### src/sv/dq_pkg.sv
`timescale 1ns / 1ps

package dq_pkg;

  typedef logic signed [31:0] word_t;

  // Request codes carried in req_type
  localparam logic [2:0] REQ_PUSH_FRONT = 3'd0;
  localparam logic [2:0] REQ_PUSH_REAR  = 3'd1;
  localparam logic [2:0] REQ_POP_FRONT  = 3'd2;
  localparam logic [2:0] REQ_POP_REAR   = 3'd3;
  localparam logic [2:0] REQ_PEEK_FRONT = 3'd4;
  localparam logic [2:0] REQ_PEEK_REAR  = 3'd5;

  // Result status codes
  localparam logic [1:0] ST_OK    = 2'd0;
  localparam logic [1:0] ST_EMPTY = 2'd1;
  localparam logic [1:0] ST_FULL  = 2'd2;

  typedef struct packed {
    logic [2:0] req_type;
    word_t      push_value;
  } dq_req_t;

  typedef struct packed {
    word_t      read_value;
    logic [1:0] status;
    logic [4:0] occupancy;
  } dq_rsp_t;

  // What every cell of a chain does on a clock edge
  typedef enum logic [1:0] {
    CELL_HOLD,
    CELL_INSERT,
    CELL_REMOVE,
    CELL_APPEND
  } cell_op_t;

  typedef struct packed {
    cell_op_t op;
    word_t    data;
  } cell_cmd_t;

endpackage

### src/sv/double_ended_queue_top.sv
`timescale 1ns / 1ps

// Double-ended queue of signed 32-bit words, up to DEPTH entries.
// Requests come in on req (req_valid / req_stall); each gives one word on
// rsp (rsp_valid / rsp_stall) with the popped or peeked value, a status
// (ok, empty on pop or peek, full on push) and the occupancy afterwards.
// The entries sit twice, in two rows of cells: one row keeps the front
// word in its first cell, the other keeps the rear word there. Pushes
// shift one row by a cell and append to the other at the count; pops
// shift the row whose end they take. Every read comes from a first cell.
// rsp_valid rises in the cycle after a request is accepted; one request is
// taken every cycle while no response is held by rsp_stall.
// A response held by rsp_stall holds req_stall high until it is taken, so
// nothing is lost while the receiver stalls.
// Reset empties the queue and drops any pending response; word contents
// are not cleared and no clearing pass is needed.
// Occupancy reports the count masked to five bits.
module double_ended_queue_top
  import dq_pkg::*;
#(
  parameter int DEPTH = 16
) (
  input  logic    clk,
  input  logic    rst,
  input  logic    req_valid,
  output logic    req_stall,
  input  dq_req_t req,
  output logic    rsp_valid,
  input  logic    rsp_stall,
  output dq_rsp_t rsp
);

  localparam int CNT_W = $clog2(DEPTH + 1);

  logic [CNT_W-1:0] count;
  logic [CNT_W-1:0] count_next;
  logic             accept;
  logic             full;
  logic             empty;
  cell_cmd_t        cmd_front;
  cell_cmd_t        cmd_rear;
  word_t            front_word;
  word_t            rear_word;
  dq_rsp_t          result;

  assign req_stall = rsp_valid & rsp_stall;
  assign accept    = req_valid & ~req_stall;
  assign full      = (count == CNT_W'(DEPTH));
  assign empty     = (count == '0);

  always_comb begin
    cmd_front      = '{op: CELL_HOLD, data: req.push_value};
    cmd_rear       = '{op: CELL_HOLD, data: req.push_value};
    count_next     = count;
    result.read_value = '0;
    result.status  = ST_OK;
    unique case (req.req_type)
      REQ_PUSH_FRONT, REQ_PUSH_REAR: begin
        if (full) begin
          result.status = ST_FULL;
        end else begin
          count_next = count + 1'b1;
          if (req.req_type == REQ_PUSH_FRONT) begin
            cmd_front.op = CELL_INSERT;
            cmd_rear.op  = CELL_APPEND;
          end else begin
            cmd_front.op = CELL_APPEND;
            cmd_rear.op  = CELL_INSERT;
          end
        end
      end
      REQ_POP_FRONT, REQ_POP_REAR, REQ_PEEK_FRONT, REQ_PEEK_REAR: begin
        if (empty) begin
          result.status = ST_EMPTY;
        end else begin
          if (req.req_type == REQ_POP_FRONT || req.req_type == REQ_PEEK_FRONT) begin
            result.read_value = front_word;
          end else begin
            result.read_value = rear_word;
          end
          // a pop drops the end word from its own row; the other row just
          // loses its last entry through the count
          if (req.req_type == REQ_POP_FRONT) begin
            cmd_front.op = CELL_REMOVE;
            count_next   = count - 1'b1;
          end else if (req.req_type == REQ_POP_REAR) begin
            cmd_rear.op = CELL_REMOVE;
            count_next  = count - 1'b1;
          end
        end
      end
      default: ;
    endcase
    result.occupancy = 5'(count_next);
    if (!accept) begin
      cmd_front.op = CELL_HOLD;
      cmd_rear.op  = CELL_HOLD;
    end
  end

  dq_chain #(
    .DEPTH (DEPTH),
    .CNT_W (CNT_W)
  ) u_front_chain (
    .clk   (clk),
    .cmd   (cmd_front),
    .count (count),
    .head  (front_word)
  );

  dq_chain #(
    .DEPTH (DEPTH),
    .CNT_W (CNT_W)
  ) u_rear_chain (
    .clk   (clk),
    .cmd   (cmd_rear),
    .count (count),
    .head  (rear_word)
  );

  always_ff @(posedge clk) begin
    if (rst) begin
      count     <= '0;
      rsp_valid <= 1'b0;
    end else begin
      if (accept) begin
        count     <= count_next;
        rsp_valid <= 1'b1;
      end else if (!rsp_stall) begin
        rsp_valid <= 1'b0;
      end
    end
  end

  always_ff @(posedge clk) begin
    if (accept) begin
      rsp <= result;
    end
  end

endmodule

### src/sv/dq_cell.sv
`timescale 1ns / 1ps

module dq_cell
  import dq_pkg::*;
(
  input  logic      clk,
  input  cell_cmd_t cmd,
  input  logic      sel,
  input  word_t     lower,
  input  word_t     upper,
  output word_t     word
);

  always_ff @(posedge clk) begin
    unique case (cmd.op)
      CELL_INSERT: word <= lower;
      CELL_REMOVE: word <= upper;
      CELL_APPEND: begin
        if (sel) begin
          word <= cmd.data;
        end
      end
      CELL_HOLD: word <= word;
      default:   word <= word;
    endcase
  end

endmodule

### src/sv/dq_chain.sv
`timescale 1ns / 1ps

module dq_chain
  import dq_pkg::*;
#(
  parameter int DEPTH = 16,
  parameter int CNT_W = 5
) (
  input  logic             clk,
  input  cell_cmd_t        cmd,
  input  logic [CNT_W-1:0] count,
  output word_t            head
);

  word_t cells [DEPTH];

  for (genvar i = 0; i < DEPTH; i++) begin : g_cell
    word_t lower;
    word_t upper;
    logic  sel;

    // cell 0 takes the new word on insert; the last cell has nothing above it
    if (i == 0) begin : g_first
      assign lower = cmd.data;
    end else begin : g_mid_lo
      assign lower = cells[i-1];
    end
    if (i == DEPTH - 1) begin : g_last
      assign upper = cmd.data;
    end else begin : g_mid_hi
      assign upper = cells[i+1];
    end

    assign sel = (count == CNT_W'(i));

    dq_cell u_cell (
      .clk   (clk),
      .cmd   (cmd),
      .sel   (sel),
      .lower (lower),
      .upper (upper),
      .word  (cells[i])
    );
  end

  assign head = cells[0];

endmodule
### config.mk
export PLATFORM = sky130hd
export DESIGN_NAME = double_ended_queue_top
export DESIGN_NICKNAME = d
export VERILOG_FILES = /design/src/sv/dq_pkg.sv /design/src/sv/double_ended_queue_top.sv /design/src/sv/dq_cell.sv /design/src/sv/dq_chain.sv
export SDC_FILE = /design/constraint.sdc
export NUM_CORES = 1
export LEC_CHECK = 0
export BUFFER_PORTS_ARGS = -buffer_cell sky130_fd_sc_hd__buf_2
export CAP_MARGIN = 0
export CORE_MARGIN = 4
export CORE_UTILIZATION = 40
export CTS_BUF_LIST = sky130_fd_sc_hd__clkbuf_2
export DETAILED_ROUTE_END_ITERATION = 10
export MAX_ROUTING_LAYER = met4
export PLACE_DENSITY_LB_ADDON = 0.25
export SYNTH_ARGS = -nofsm -noshare
export SYNTH_HDL_FRONTEND = slang
export SYNTH_HIERARCHICAL = 1
export SYNTH_SLANG_ARGS = --single-unit
### constraint.sdc
create_clock -name clk -period 9.5 [get_ports clk]
set_input_delay 2.375 -clock clk [delete_from_list [all_inputs] [get_ports clk]]
set_output_delay 2.375 -clock clk [all_outputs]
set_load 0.05 [all_outputs]
==> summary.txt <==
Outcome
  – Status: finished clean

STA
  – Final hold viol count: 0
  – RSZ-0062 raised after global routing: false
  – Worst Skew: 0.161 ns
  – Slew HR: 10.8%
  – Fin. max-slew vios: 0
  – Measured slew at the worst slew-check pin: 1.34 ns
  – Hold WS: 0.538 ns
  – Final-report setup violation count: 0
  – Final Cycle Share: 57.3%
  – Final min period: 5.45 ns
  – Final setup TNS: 0 ns
  – Max Clock Freq: 184 MHz

Routing
  – Drt pass-1 iters: 6
  – Antenna-violating nets left: 0
  – Drt drc: 0
  – Via density: 5.31
  – Vias: 37,100
  – Drt wl/cell: 19.6 microns
  – 1st-iter DRT viols: 3,554
  – Drt total wl: 137,000 microns

Power
  – Worst IR Drop VDD: 0.102 mV
  – Power, Total: 10.1 mW
  – Pwr Density: 170 nW/um^2
  – Clock power frac: 32.1%
  – Share of power burned in registers: 56.0%
  – Switching part of the total power: 28.7%
  – Combinational Power Share: 11.9%
  – Switching power: 2.88 mW
  – Pint: 7.18 mW
  – Leakage power: 19.3 nW

Clocking
  – Clock Tree Buf Depth: 4
  – Latest clock arrival within the worst-skew pair: 1.56 ns
  – Hold_buf cts: 0
  – H-Tree Depth: 5
  – Post-CTS Setup Bufs: 0
  – Post-CTS Resized: 0
  – Root buf cell: clkbuf_2
  – Clock sinks: 1,069
  – Worst-path clk slew: 0.10 ns
  – CTS tree: yes
  – Num CTS Buffers: 306

Critical path
  – CP max FO: 69
  – Worst Setup End Kind: flop
  – Required time worst endpoint: 10.63 ns
  – Setup CP Type: primary input to flop
  – Worst EP arrival: 6.58 ns
  – Crit start category: primary input

Die
  – Core box area: 140,000 sq um
  – Cell row count: 137
  – Initial core utilization: 40.4%
  – Die W: 384 microns
  – I/O Pins: 80
  – Die ar.: 147,000 sq um
  – Chip Height: 384 microns

Yosys
  – Syn_area_per_cell: 11.7 sq um
  – Largest family of logic cells by synthesized area: multiplexers
  – Post-synthesis sequential area ratio: 56.7%
  – Post-synth EDFFs: 1,063
  – Synth Area in Simple Gates: 8.78%
  – FF+latch count, synth: 1,069
  – Netlist Area Pre-Place: 56,500 sq um
  – Prevailing post-synth register cell: edfxtp_1
  – Post-synthesis xor/xnor area fraction: 0.0753%
  – Compound-cell area share of the yosys netlist: 9.96%
  – Synth Area in Adders: 0.0443%
  – Post-synthesis mux area share: 18.2%
  – Synthesized instance count: 4,827
  – Ys async rst share: 0%
  – Synthesis warning total: 6
  – Mapped Nets: 4,868
  – Unique masters post-synth: 46

Final layout
  – Commonest cells after routing, fill and taps aside: nor2_1, a21oi_1, edfxtp_1
  – Area grow syn2layout: 4.88%
  – Layout cell share with drive strength beyond 1: 13.5%
  – Commonest non-fill, non-tap cell in the layout: nor2_1
  – FILL cells: 13,700
  – Post-layout nets: 4,949
  – Final core occ: 42.3%

Global routing
  – Vias in the first global route: 35,300
  – Initial antenna violation count: 17
  – GR Util All Layers: 18.7%
  – First-pass GRT wire length: 209,000 microns
  – Largest net degree at the start of global routing: 296
  – GRT overflow: 0

Placement
  – Final RePlAce weighted congestion: 0.779
  – PortBufs: 79
  – Dpl hpwl: 79,200 microns

Min path
  – Hold crit path type: flop to flop

Job
  – Max Cap Viol: 0
## stage by stage
stage	setup slack (ns)	area (sq um)	instances
5_1_grt	4.01	59200	6986
2_1_floorplan	1.70	56500	4827
3_5_place_dp	2.58	56700	6476
4_1_cts	4.27	59200	6974
3_3_place_gp	2.58	56700	6476
6_report	4.05	59200	6988
## power groups by stage
| stage | clock network, mW | registers [mW] | logic, mW |
|---|---|---|---|
| 6_report | 3.23 | 5.63 | 1.20 |
| 5_1_grt | 3.64 | 5.66 | 1.32 |
| 4_1_cts | 3.39 | 5.63 | 1.21 |
| 3_5_place_dp | 0 | 5.74 | 1.21 |
| 3_3_place_gp | 0 | 5.73 | 1.19 |
| 2_1_floorplan | 0 | 5.75 | 0.841 |
## worst paths after layout
path	startpoint	end	slack (ns)	cells after the start
setup / recovery	rsp_stall	u_rear_chain/g_cell[3].u_cell/word[23]	4.05	10
hold / removal	u_rear_chain/g_cell[6].u_cell/word[22]	u_rear_chain/g_cell[7].u_cell/word[22]	0.54	2
setup reg to reg	count[1]	u_rear_chain/g_cell[3].u_cell/word[23]	4.35	10
hold reg to reg	u_rear_chain/g_cell[6].u_cell/word[22]	u_rear_chain/g_cell[7].u_cell/word[22]	0.54	2
## flip-flops by register name, summed over array words and instances, names as in the netlist
name and count:
rsp 39, count 5, u_front_chain/g_cell.u_cell/word 512, rsp_valid 1, u_rear_chain/g_cell.u_cell/word 512
## cell usage after synthesis (2+ instances only)
master    count  area, sq um
buf_4        33          248
nor2b_2      32          280
or3b_1        4         35.0
mux2i_1    1025        10300
nand2b_1      5         31.3
and3_1        2         12.5
buf_12       96         1920
ha_1          2         25.0
clkbuf_1     71          267
nand3b_1      3         22.5
buf_2       136          681
nor2b_1       6         37.5
edfxtp_1   1063        31900
and2_1        2         12.5
nand2_1      69          259
o21ai_0       8         40.0
nor3_1       12         60.1
buf_6        34          383
or2_1         2         12.5
a21oi_1    1097         5490
inv_1         3         11.3
or3_1         4         25.0
xnor2_1       2         17.5
dfxtp_1       6          120
nor2_1     1089         4090
## layout make-up
type	count	area, sq um	share of cell area, %
flip-flops and latches	1069	32000	54.1
multi-input cells	3385	21300	36.0
well taps	1876	2350	3.96
clock buffers	459	2300	3.88
repair buffers	143	1010	1.71
clock inverters	39	173	0.292
diodes	14	35.0	0.0592
inverters	3	11.3	0.0190
## routing by layer
layer  part of all wire (%)  track usage, %  vias up
li1                       -               -    18000
met1                     47            25.3    18000
met2                     46            28.0      938
met3                    4.8            3.36      240
met4                    2.5            7.24        0
met5                      0               -        -
## worst max-delay path: stages
cell      delay [ns]
buf_2           0.10
a21bo_2         0.24
inv_1           0.07
buf_4           0.42
nand2b_1        0.33
nor2_4          0.92
buf_4           0.71
nor2_1          0.18
a21oi_4         0.69
buf_4           0.48
## kinds of logic (layout without fill, tap and decap cells)
| group | count (synthesis) | count (layout) |
|---|---|---|
| adder cells (fa/ha/maj) | 2 | 2 |
| multiplexers | 1025 | 1025 |
| other | 0 | 14 |
| AND/OR/NAND/NOR | 1239 | 1239 |
| AO/OA/AOI/OAI | 1115 | 1115 |
| flip-flops | 1069 | 1069 |
| XOR/XNOR | 4 | 4 |
| buffers and inverters | 373 | 644 |
Power figures use the tool's default switching activity.
